`src/rtl/core/srpt_pkg.sv`:
```
// ----------------------------------------------------------------------------
// srpt_pkg
// Shared types, widths and codes for the shortest-remaining-time scheduler.
// ----------------------------------------------------------------------------
package srpt_pkg;

   localparam int QUEUE_DEPTH = 32;
   localparam int SLOT_W      = $clog2(QUEUE_DEPTH);
   localparam int CNT_W       = $clog2(QUEUE_DEPTH + 1);
   localparam int ID_W        = 16;
   localparam int REM_W       = 32;
   localparam int TIME_W      = 48;

   localparam logic MODE_ARRIVAL  = 1'b0;
   localparam logic MODE_COMPLETE = 1'b1;

   localparam logic [1:0] STATUS_OK     = 2'd0;
   localparam logic [1:0] STATUS_FULL   = 2'd1;
   localparam logic [1:0] STATUS_NO_JOB = 2'd2;

   typedef struct packed {
      logic               mode;
      logic [ID_W-1:0]    job_id;
      logic [REM_W-1:0]   service_time;
      logic [TIME_W-1:0]  now;
   } req_type;

   typedef struct packed {
      logic               cancel_previous;
      logic               schedule_valid;
      logic [TIME_W-1:0]  completion_time;
      logic [ID_W-1:0]    running_id;
      logic               completed_valid;
      logic [ID_W-1:0]    completed_id;
      logic [1:0]         status;
   } rsp_type;

   typedef struct packed {
      logic [ID_W-1:0]    id;
      logic [REM_W-1:0]   remaining;
   } entry_type;

   typedef struct packed {
      logic               rd_en;
      logic [SLOT_W-1:0]  rd_addr;
      logic               wr_en;
      logic               set_en;
      logic [SLOT_W-1:0]  wr_addr;
      entry_type          wr_data;
      logic               clr_en;
      logic [SLOT_W-1:0]  clr_slot;
   } tbl_ctl_type;

   // ordering key: remaining time first, then id
   function automatic logic key_less(input logic [REM_W-1:0] rem_a,
                                     input logic [ID_W-1:0]  id_a,
                                     input logic [REM_W-1:0] rem_b,
                                     input logic [ID_W-1:0]  id_b);
      logic lt;
      lt = (rem_a < rem_b) || ((rem_a == rem_b) && (id_a < id_b));
      return lt;
   endfunction

endpackage

```
`src/rtl/core/srpt_table.sv`:
```
// ----------------------------------------------------------------------------
// srpt_table
// Job table: id and remaining time in a synchronous memory, occupancy in flops.
// ----------------------------------------------------------------------------
module srpt_table (
   input  logic                                   clock,
   input  logic                                   reset,
   input  srpt_pkg::tbl_ctl_type                  ctl,
   output srpt_pkg::entry_type                    rd_data,
   output logic [srpt_pkg::QUEUE_DEPTH-1:0]       valid
);

   srpt_pkg::entry_type                  mem [srpt_pkg::QUEUE_DEPTH];
   srpt_pkg::entry_type                  rd_data_ff;
   logic [srpt_pkg::QUEUE_DEPTH-1:0]     valid_ff;
   logic [srpt_pkg::QUEUE_DEPTH-1:0]     valid_in;

   always_ff @(posedge clock) begin
      if (ctl.wr_en) begin
         mem[ctl.wr_addr] <= ctl.wr_data;
      end
      if (ctl.rd_en) begin
         rd_data_ff <= mem[ctl.rd_addr];
      end
   end

   always_comb begin
      valid_in = valid_ff;
      if (ctl.set_en) begin
         valid_in[ctl.wr_addr] = 1'b1;
      end
      if (ctl.clr_en) begin
         valid_in[ctl.clr_slot] = 1'b0;
      end
   end

   always_ff @(posedge clock) begin
      if (reset) begin
         valid_ff <= '0;
      end else begin
         valid_ff <= valid_in;
      end
   end

   assign rd_data = rd_data_ff;
   assign valid   = valid_ff;

endmodule

```
`src/rtl/core/srpt_sched.sv`:
```
// ----------------------------------------------------------------------------
// srpt_sched
// Event sequencer: scans the job table, ages the running job, inserts
// arrivals, retires completions and picks the next job to run.
// ----------------------------------------------------------------------------
module srpt_sched (
   input  logic                                   clock,
   input  logic                                   reset,
   input  logic                                   req_valid,
   output logic                                   req_ready,
   input  srpt_pkg::req_type                      req_payload,
   output srpt_pkg::tbl_ctl_type                  tbl_ctl,
   input  srpt_pkg::entry_type                    tbl_rd_data,
   input  logic [srpt_pkg::QUEUE_DEPTH-1:0]       tbl_valid,
   input  logic                                   out_free,
   output logic                                   res_valid,
   output srpt_pkg::rsp_type                      res
);

   typedef enum logic [5:0] {
      S_IDLE = 6'b000001,
      S_PREP = 6'b000010,
      S_SCAN = 6'b000100,
      S_WRUN = 6'b001000,
      S_WNEW = 6'b010000,
      S_FIN  = 6'b100000
   } state_type;

   localparam logic [srpt_pkg::SLOT_W-1:0] LAST_SLOT =
      srpt_pkg::SLOT_W'(srpt_pkg::QUEUE_DEPTH - 1);
   localparam logic [srpt_pkg::CNT_W-1:0]  CNT_END =
      srpt_pkg::CNT_W'(srpt_pkg::QUEUE_DEPTH);

   state_type                          state_ff, state_in;
   srpt_pkg::req_type                  req_ff, req_in;
   logic                               run_ff, run_in;
   logic [srpt_pkg::SLOT_W-1:0]        run_slot_ff, run_slot_in;
   logic [srpt_pkg::TIME_W-1:0]        start_ff, start_in;
   logic [srpt_pkg::TIME_W-1:0]        elapsed_ff, elapsed_in;
   logic [srpt_pkg::CNT_W-1:0]         cnt_ff, cnt_in;
   logic                               pv_ff, pv_in;
   logic [srpt_pkg::SLOT_W-1:0]        pslot_ff, pslot_in;
   logic                               best_found_ff, best_found_in;
   logic [srpt_pkg::REM_W-1:0]         best_rem_ff, best_rem_in;
   logic [srpt_pkg::ID_W-1:0]          best_id_ff, best_id_in;
   logic [srpt_pkg::SLOT_W-1:0]        best_slot_ff, best_slot_in;
   logic                               free_found_ff, free_found_in;
   logic [srpt_pkg::SLOT_W-1:0]        free_slot_ff, free_slot_in;
   logic [srpt_pkg::REM_W-1:0]         run_rem_ff, run_rem_in;
   logic [srpt_pkg::ID_W-1:0]          run_id_ff, run_id_in;

   logic                               arrival;
   logic                               run_hit;
   logic [srpt_pkg::REM_W-1:0]         adj_rem;
   logic [srpt_pkg::REM_W-1:0]         cand_rem;
   logic                               new_wins;
   logic [srpt_pkg::TIME_W:0]          done_sum;
   logic [srpt_pkg::TIME_W-1:0]        done_time;
   logic                               ev_ok;

   assign arrival = (req_ff.mode == srpt_pkg::MODE_ARRIVAL);
   assign run_hit = pv_ff && run_ff && (pslot_ff == run_slot_ff);

   // running job aged by the elapsed time, floored at zero
   assign adj_rem = (elapsed_ff >= srpt_pkg::TIME_W'(tbl_rd_data.remaining)) ? '0 :
                    tbl_rd_data.remaining - elapsed_ff[srpt_pkg::REM_W-1:0];
   assign cand_rem = (arrival && run_hit) ? adj_rem : tbl_rd_data.remaining;

   // new entry sits at the free slot; lower slot wins a full tie
   assign new_wins = !best_found_ff ||
      srpt_pkg::key_less(req_ff.service_time, req_ff.job_id, best_rem_ff, best_id_ff) ||
      ((req_ff.service_time == best_rem_ff) && (req_ff.job_id == best_id_ff) &&
       (free_slot_ff < best_slot_ff));

   assign done_sum  = {1'b0, req_ff.now} + (srpt_pkg::TIME_W + 1)'(best_rem_ff);
   assign done_time = done_sum[srpt_pkg::TIME_W] ? '1 : done_sum[srpt_pkg::TIME_W-1:0];

   assign ev_ok = arrival ? free_found_ff : run_ff;

   assign req_ready = (state_ff == S_IDLE);

   always_comb begin
      state_in      = state_ff;
      req_in        = req_ff;
      run_in        = run_ff;
      run_slot_in   = run_slot_ff;
      start_in      = start_ff;
      elapsed_in    = elapsed_ff;
      cnt_in        = cnt_ff;
      pv_in         = pv_ff;
      pslot_in      = pslot_ff;
      best_found_in = best_found_ff;
      best_rem_in   = best_rem_ff;
      best_id_in    = best_id_ff;
      best_slot_in  = best_slot_ff;
      free_found_in = free_found_ff;
      free_slot_in  = free_slot_ff;
      run_rem_in    = run_rem_ff;
      run_id_in     = run_id_ff;
      tbl_ctl       = '0;
      res           = '0;
      res_valid     = 1'b0;

      case (state_ff)
         S_IDLE: begin
            if (req_valid) begin
               req_in        = req_payload;
               run_in        = run_ff && tbl_valid[run_slot_ff];
               cnt_in        = '0;
               pv_in         = 1'b0;
               best_found_in = 1'b0;
               free_found_in = 1'b0;
               state_in      = S_PREP;
            end
         end
         S_PREP: begin
            elapsed_in = (req_ff.now >= start_ff) ? req_ff.now - start_ff : '0;
            state_in   = S_SCAN;
         end
         S_SCAN: begin
            // issue one read a cycle, compare the data in the next cycle
            if (cnt_ff != CNT_END) begin
               tbl_ctl.rd_en   = 1'b1;
               tbl_ctl.rd_addr = cnt_ff[srpt_pkg::SLOT_W-1:0];
               cnt_in          = cnt_ff + 1'b1;
               pv_in           = 1'b1;
               pslot_in        = cnt_ff[srpt_pkg::SLOT_W-1:0];
            end else begin
               pv_in = 1'b0;
            end
            if (pv_ff) begin
               if (run_hit) begin
                  run_id_in  = tbl_rd_data.id;
                  run_rem_in = adj_rem;
               end
               if (!tbl_valid[pslot_ff]) begin
                  if (!free_found_ff) begin
                     free_found_in = 1'b1;
                     free_slot_in  = pslot_ff;
                  end
               end else if (arrival || !run_hit) begin
                  if (!best_found_ff ||
                      srpt_pkg::key_less(cand_rem, tbl_rd_data.id, best_rem_ff, best_id_ff)) begin
                     best_found_in = 1'b1;
                     best_rem_in   = cand_rem;
                     best_id_in    = tbl_rd_data.id;
                     best_slot_in  = pslot_ff;
                  end
               end
               if (pslot_ff == LAST_SLOT) begin
                  state_in = arrival ? S_WRUN : S_FIN;
               end
            end
         end
         S_WRUN: begin
            if (!free_found_ff) begin
               state_in = S_FIN;
            end else begin
               if (run_ff) begin
                  tbl_ctl.wr_en             = 1'b1;
                  tbl_ctl.wr_addr           = run_slot_ff;
                  tbl_ctl.wr_data.id        = run_id_ff;
                  tbl_ctl.wr_data.remaining = run_rem_ff;
               end
               state_in = S_WNEW;
            end
         end
         S_WNEW: begin
            tbl_ctl.wr_en             = 1'b1;
            tbl_ctl.set_en            = 1'b1;
            tbl_ctl.wr_addr           = free_slot_ff;
            tbl_ctl.wr_data.id        = req_ff.job_id;
            tbl_ctl.wr_data.remaining = req_ff.service_time;
            if (new_wins) begin
               best_found_in = 1'b1;
               best_rem_in   = req_ff.service_time;
               best_id_in    = req_ff.job_id;
               best_slot_in  = free_slot_ff;
            end
            state_in = S_FIN;
         end
         S_FIN: begin
            if (!ev_ok) begin
               res.status = arrival ? srpt_pkg::STATUS_FULL : srpt_pkg::STATUS_NO_JOB;
            end else begin
               res.status          = srpt_pkg::STATUS_OK;
               res.cancel_previous = arrival && run_ff;
               res.completed_valid = !arrival;
               res.completed_id    = arrival ? '0 : run_id_ff;
               res.schedule_valid  = best_found_ff;
               res.completion_time = best_found_ff ? done_time : '0;
               res.running_id      = best_found_ff ? best_id_ff : '0;
            end
            if (out_free) begin
               res_valid = 1'b1;
               state_in  = S_IDLE;
               if (ev_ok) begin
                  if (!arrival) begin
                     tbl_ctl.clr_en   = 1'b1;
                     tbl_ctl.clr_slot = run_slot_ff;
                  end
                  run_in = best_found_ff;
                  if (best_found_ff) begin
                     run_slot_in = best_slot_ff;
                     start_in    = req_ff.now;
                  end
               end
            end
         end
         default: begin
            state_in = S_IDLE;
         end
      endcase
   end

   always_ff @(posedge clock) begin
      if (reset) begin
         state_ff    <= S_IDLE;
         run_ff      <= 1'b0;
         run_slot_ff <= '0;
         start_ff    <= '0;
         cnt_ff      <= '0;
         pv_ff       <= 1'b0;
      end else begin
         state_ff    <= state_in;
         run_ff      <= run_in;
         run_slot_ff <= run_slot_in;
         start_ff    <= start_in;
         cnt_ff      <= cnt_in;
         pv_ff       <= pv_in;
      end
   end

   always_ff @(posedge clock) begin
      req_ff        <= req_in;
      elapsed_ff    <= elapsed_in;
      pslot_ff      <= pslot_in;
      best_found_ff <= best_found_in;
      best_rem_ff   <= best_rem_in;
      best_id_ff    <= best_id_in;
      best_slot_ff  <= best_slot_in;
      free_found_ff <= free_found_in;
      free_slot_ff  <= free_slot_in;
      run_rem_ff    <= run_rem_in;
      run_id_ff     <= run_id_in;
   end

   a_cnt_range: assert property (@(posedge clock) disable iff (reset)
      cnt_ff <= CNT_END)
      else $error("scan counter past table depth");

   a_full_means_full: assert property (@(posedge clock) disable iff (reset)
      res_valid && (res.status == srpt_pkg::STATUS_FULL) |-> (&tbl_valid))
      else $error("arrival dropped with a free slot");

   a_sched_runs: assert property (@(posedge clock) disable iff (reset)
      res_valid && res.schedule_valid |=> run_ff && tbl_valid[run_slot_ff])
      else $error("scheduled job not marked running");

   a_done_cleared: assert property (@(posedge clock) disable iff (reset)
      res_valid && res.completed_valid |=> !tbl_valid[$past(run_slot_ff)])
      else $error("completed job still in table");

endmodule

```
`src/rtl/core/srpt_preemptive_scheduler.sv`:
```
// ----------------------------------------------------------------------------
// srpt_preemptive_scheduler
// Preemptive shortest-remaining-time scheduler with a 32-entry job table.
//
//   channel  direction  handshake              beat contents
//   req      in         req_valid / req_ready  req_payload (req_type)
//   rsp      out        rsp_valid / rsp_ready  rsp_payload (rsp_type)
//
// An event steps through a setup state, a scan that issues one table read a cycle
// through the single memory read port and then drains it, up to two write-backs
// on an arrival, and a result state.
// Synchronous reset empties the table at once through its occupancy flops.
// A finished result waits in the output register; the next event is taken
// meanwhile and stalls in its final cycle only while that register is full.
// ----------------------------------------------------------------------------
module srpt_preemptive_scheduler (
   input  logic                 clock,
   input  logic                 reset,
   input  logic                 req_valid,
   output logic                 req_ready,
   input  srpt_pkg::req_type    req_payload,
   output logic                 rsp_valid,
   input  logic                 rsp_ready,
   output srpt_pkg::rsp_type    rsp_payload
);

   srpt_pkg::tbl_ctl_type                tbl_ctl;
   srpt_pkg::entry_type                  tbl_rd_data;
   logic [srpt_pkg::QUEUE_DEPTH-1:0]     tbl_valid;
   logic                                 out_free;
   logic                                 res_valid;
   srpt_pkg::rsp_type                    res;

   logic                                 rsp_valid_ff, rsp_valid_in;
   srpt_pkg::rsp_type                    rsp_payload_ff, rsp_payload_in;

   srpt_table u_table (
      .clock   (clock),
      .reset   (reset),
      .ctl     (tbl_ctl),
      .rd_data (tbl_rd_data),
      .valid   (tbl_valid)
   );

   srpt_sched u_sched (
      .clock       (clock),
      .reset       (reset),
      .req_valid   (req_valid),
      .req_ready   (req_ready),
      .req_payload (req_payload),
      .tbl_ctl     (tbl_ctl),
      .tbl_rd_data (tbl_rd_data),
      .tbl_valid   (tbl_valid),
      .out_free    (out_free),
      .res_valid   (res_valid),
      .res         (res)
   );

   // output register frees up in the same cycle its beat is taken
   assign out_free = !rsp_valid_ff || rsp_ready;

   always_comb begin
      rsp_valid_in   = rsp_valid_ff;
      rsp_payload_in = rsp_payload_ff;
      if (out_free) begin
         rsp_valid_in = res_valid;
         if (res_valid) begin
            rsp_payload_in = res;
         end
      end
   end

   always_ff @(posedge clock) begin
      if (reset) begin
         rsp_valid_ff <= 1'b0;
      end else begin
         rsp_valid_ff <= rsp_valid_in;
      end
   end

   always_ff @(posedge clock) begin
      rsp_payload_ff <= rsp_payload_in;
   end

   assign rsp_valid   = rsp_valid_ff;
   assign rsp_payload = rsp_payload_ff;

endmodule

```
`config.mk`:
```
export PLATFORM = sky130hd
export DESIGN_NAME = srpt_preemptive_scheduler
export DESIGN_NICKNAME = d
export VERILOG_FILES = /design/src/rtl/core/srpt_pkg.sv /design/src/rtl/core/srpt_table.sv /design/src/rtl/core/srpt_sched.sv /design/src/rtl/core/srpt_preemptive_scheduler.sv
export SDC_FILE = /design/constraint.sdc
export NUM_CORES = 2
export LEC_CHECK = 0
export ABC_CLOCK_PERIOD_IN_PS = 20400
export BUFFER_PORTS_ARGS = -buffer_cell sky130_fd_sc_hd__buf_2
export CORE_UTILIZATION = 35
export DETAILED_ROUTE_END_ITERATION = 8
export PLACE_DENSITY = 0.54
export SLEW_MARGIN = 20
export SYNTH_ARGS = -nofsm -noshare
export SYNTH_HDL_FRONTEND = slang
export SYNTH_SLANG_ARGS = --single-unit
```
`constraint.sdc`:
```
create_clock -name clock -period 20.4 [get_ports clock]
set_clock_uncertainty 0.2 [all_clocks]
set_input_delay 3.06 -clock clock [delete_from_list [all_inputs] [get_ports clock]]
set_output_delay 3.06 -clock clock [all_outputs]
set_load 0.1 [all_outputs]
```
==> metrics.log <==
INFO  metric run_status = finished clean
INFO  metric mappedNetlistArea = 0.09000 mm2
INFO  metric grt_setup_unrepaired = no
INFO  metric route.detailed.wl_per_inst = 26.11 um
INFO  metric power_per_cell_area = around 94 mW/mm2
INFO  metric p_leak = 36.87 nW
INFO  metric io-pin-count = 188
INFO  metric core = 0.2549 mm2
INFO  metric post_route_cells_drive_above_1_share = 0.09987
INFO  metric share_of_synthesized_flip_flops_with_an_asynchronous_set_or_reset = 0
INFO  metric globalRouteTotalUtil = 0.2183
INFO  metric worst_setup_hold_path_clk_slew = 60 ps
INFO  metric grt_max_degree = 164
INFO  metric rrSetupSlack = about 13000 ps
INFO  metric timing.final.crit_period = 7171 ps
INFO  metric synth_enable_flop_cells = 1927
INFO  metric crit_required = 20670 ps
INFO  metric first_global_vias = 58440
INFO  metric cts-resized-gates = 0
INFO  metric avgViaCountPerCell = 5.608
INFO  metric fin_crit_sh = 0.3515
INFO  metric postSynthCellCount = 7475
INFO  metric yosys_warnings = 0
INFO  metric die-width = 509.1 um
INFO  metric cts_buffers = 210
INFO  metric final.setup.tns = 0 ps
INFO  metric synth.largest_area_cell = edfxtp_1
INFO  metric power_switching = 2.469 mW
INFO  metric ir_worst_vdd = 95.31 uV
INFO  metric biggest_fanout_along_the_worst_timing_path = 41
INFO  metric postLayoutCellArea = about 0.10 mm2
INFO  metric ys_seq_area_frac = 0.6652
INFO  metric timing.hold.ws = 252.5 ps
INFO  metric timing.final.setup_violations = 0
INFO  metric timing.critical_path.from_type = flop
INFO  metric postCtsSetupBuffers = 0
INFO  metric io_buffer_count = roughly 190
INFO  metric fin_nets = 7863
INFO  metric yosys_reg_bits = between 2000 and 2500
INFO  metric initial_core_util = 0.3531
INFO  metric grt-ovfl-total = 0
INFO  metric postRouteAntennaNets = 0
INFO  metric worstPathArrival = about 7400 ps
INFO  metric drt_pre_antenna_iters = 5
INFO  metric place_congestion = 0.8773
INFO  metric clk_path_buf_depth = 3
INFO  metric detail_route.drc_violations = 0
INFO  metric postSynthNetCount = 7823
INFO  metric route.vias.total = 61930
INFO  metric flow.area_growth_from_synthesis = 12.56%
INFO  metric setup.worst_path.class = flop to flop
INFO  metric syn_avg_cell_area = 12.04 um2
INFO  metric number_of_antenna_violations_at_the_first_check_in_global_routing = 8
INFO  metric wire_length_of_the_first_global_routing_pass = around 410 mm
INFO  metric hold_viol = 0
INFO  metric p_comb_frac = 0.112
INFO  metric hp-class = flop to flop
INFO  metric achievable-frequency = 139.4 MHz
INFO  metric cts-root-buf = clkbuf_16
INFO  metric yosysUniqueCellTypes = 90
INFO  metric post-synth-top-count-cell = edfxtp_1
INFO  metric tritoncts = built
INFO  metric design_internal_power = 7.102 mW
INFO  metric place_hpwl = 170.3 mm
INFO  metric timing_max_transition_violations_final = 0
INFO  metric fp.dieArea = 0.2592 mm2
INFO  metric synth_top_cells_by_count = 1927 x edfxtp_1, 1081 x nand2_1, 693 x nand3_1, 637 x nor2_1, 352 x clkbuf_1
INFO  metric max_slew.worst_pin.slew = 1165 ps
INFO  metric drt_first_iter_violations = 6756
INFO  metric synth_top_cells_by_area = edfxtp_1 64%, nand2_1 4.5%, nand3_1 3.9%, ha_1 3.4%, nor2_1 2.7%
INFO  metric pwr-share-clk = 0.392
INFO  metric synth_ff_type = edfxtp_1
INFO  metric row_count = between 150 and 200
INFO  metric maxCapViolations = 0
INFO  metric top_cell_type_s_share_of_synthesized_area = 0.6429
INFO  metric max-slew-margin-rel = 0.2154
INFO  metric power.sequential.fraction = 0.496
INFO  metric switching_share = 0.2580
INFO  metric cts-hold-fix-buffers = 0
INFO  metric clock_insertion_delay_worst_skew = 880 ps
INFO  metric place_area = around 0.095 mm2
INFO  metric fp.dieH = 509.1 um
INFO  metric timing.critical_path.to_type = flop
INFO  metric htree_levels = 4
INFO  metric tritoncts_num_sinks = 2027
INFO  metric finalWirelength = 288.3 mm
[path summary, 6_finish.rpt]
path / startpoint / end / depth (start not counted)
min: u_sched.start_ff[46] / u_sched.start_ff[46] / 2
min reg2reg: u_sched.start_ff[46] / u_sched.start_ff[46] / 2
max: u_table.rd_data[22] / u_sched.best_rem_ff[28] / 18
max reg2reg: u_table.rd_data[22] / u_sched.best_rem_ff[28] / 18
[cell usage in the layout, fill, tap and decap left out, types with 13 or more instances in the layout]
master / Yosys / final
nor4_1: 16 / 16
ha_1: 244 / 244
nand2b_1: 19 / 19
a21o_1: 104 / 103
nand3_1: 693 / 693
nand4_1: 49 / 49
nor2_1: 637 / 603
a21oi_1: 288 / 287
nand2_1: 1081 / 1073
inv_1: 211 / 209
a31oi_1: 117 / 117
a22o_1: 41 / 16
nor2_4: 0 / 36
o211ai_1: 245 / 245
edfxtp_1: 1927 / 1927
or2_2: 13 / 13
mux4_2: 20 / 20
buf_2: 101 / 186
clkbuf_1: 352 / 41
clkinv_2: 0 / 32
xnor2_1: 53 / 53
clkinv_1: 3 / 44
and3_1: 28 / 26
buf_4: 7 / 121
clkbuf_16: 0 / 213
nor3_1: 137 / 136
bufinv_16: 0 / 17
a211oi_1: 239 / 237
o21bai_1: 23 / 23
o21a_1: 30 / 30
o31ai_1: 29 / 29
xor2_1: 55 / 55
and2_1: 27 / 27
mux2_2: 22 / 22
dfxtp_1: 100 / 99
nor2b_1: 21 / 21
o21ai_0: 179 / 177
a22o_2: 0 / 25
or3_1: 192 / 192
[through the flow]
| step | worst slack, ps | total power, mW | std cells | util |
|---|---|---|---|---|
| 2_1_floorplan | 11660 | 5.506 | 7475 | - |
| 3_3_place_gp | 13390 | 5.885 | 10670 | 0.3710 |
| 3_5_place_dp | 13340 | 5.884 | 10670 | 0.3712 |
| 4_1_cts | 13290 | 9.613 | 11030 | 0.3970 |
| 5_1_grt | 12940 | 9.875 | 11040 | 0.3974 |
| 6_report | 13230 | 9.571 | 11040 | 0.3975 |
[cells by family after synthesis]
| kind of cell | after synthesis | synth area share |
|---|---|---|
| buffers and inverters | 705 | 0.03118 |
| AND/OR/NAND/NOR | 2950 | 0.1466 |
| flip-flops | 2027 | 0.6652 |
| multiplexers | 44 | 0.007980 |
| AO/OA/AOI/OAI | 1394 | 0.1040 |
| XOR/XNOR | 108 | 0.01051 |
| adder cells (fa/ha/maj) | 247 | 0.03459 |
[critical path, stage by stage, from the launching register on]
cell,delay [ps]
edfxtp_1,540
inv_1,80
ha_1,510
nand4_1,270
or3_1,430
nor4_1,280
a21o_2,390
buf_4,480
nor2_1,120
mux2_2,310
ha_1,300
nand4_1,140
nor2_1,130
inv_1,50
or4_1,590
o311ai_0,820
a41oi_1,340
a211oi_4,300
buf_4,430
[state kept, by name, summed over array words and instances, names as in the netlist, 5 cells and up]
signal and cells:
u_sched.run_rem_ff 32, u_sched.elapsed_ff 48, u_sched.cnt_ff 6, u_sched.best_id_ff 16, u_sched.best_rem_ff 32, u_sched.req_ff 97, u_sched.free_slot_ff 5, u_table.valid 32
u_sched.start_ff 48, u_sched.run_id_ff 16, u_table.rd_data 48, u_sched.state_ff 6, u_sched.run_slot_ff 5, u_sched.pslot_ff 5, rsp_payload 85, u_sched.best_slot_ff 5
u_table.mem 1536
[routing by layer]
layer  vias to the layer above  share of wire  track usage
met5                         -       0.000042            0
li1                      27840              -            -
met3                       378          0.072      0.03074
met4                         2          0.029      0.06542
met1                     31210           0.45       0.3145
met2                      2495           0.45       0.3399
[power by group through the flow]
stage	combinational, mW	clock (mW)	sequential (mW)
floorplan	0.744	0	4.76
global placement	1.05	0	4.83
detailed placement	1.05	0	4.83
CTS	1.06	3.80	4.75
global route	1.17	3.95	4.75
finish	1.07	3.75	4.75
[cell type report]
| type | count | area [um2] |
|---|---|---|
| flip-flops and latches | 2027 | 59870 |
| clock inverters | 111 | 1064 |
| multi-input cells | 4743 | 27760 |
| well taps | 3366 | 4212 |
| repair buffers | 317 | 2041 |
| inverters | 216 | 819.5 |
| fillers | 23930 | 153600 |
| diodes | 8 | 20.02 |
| clock buffers | 256 | 5512 |
Power figures use the tool's default switching activity.
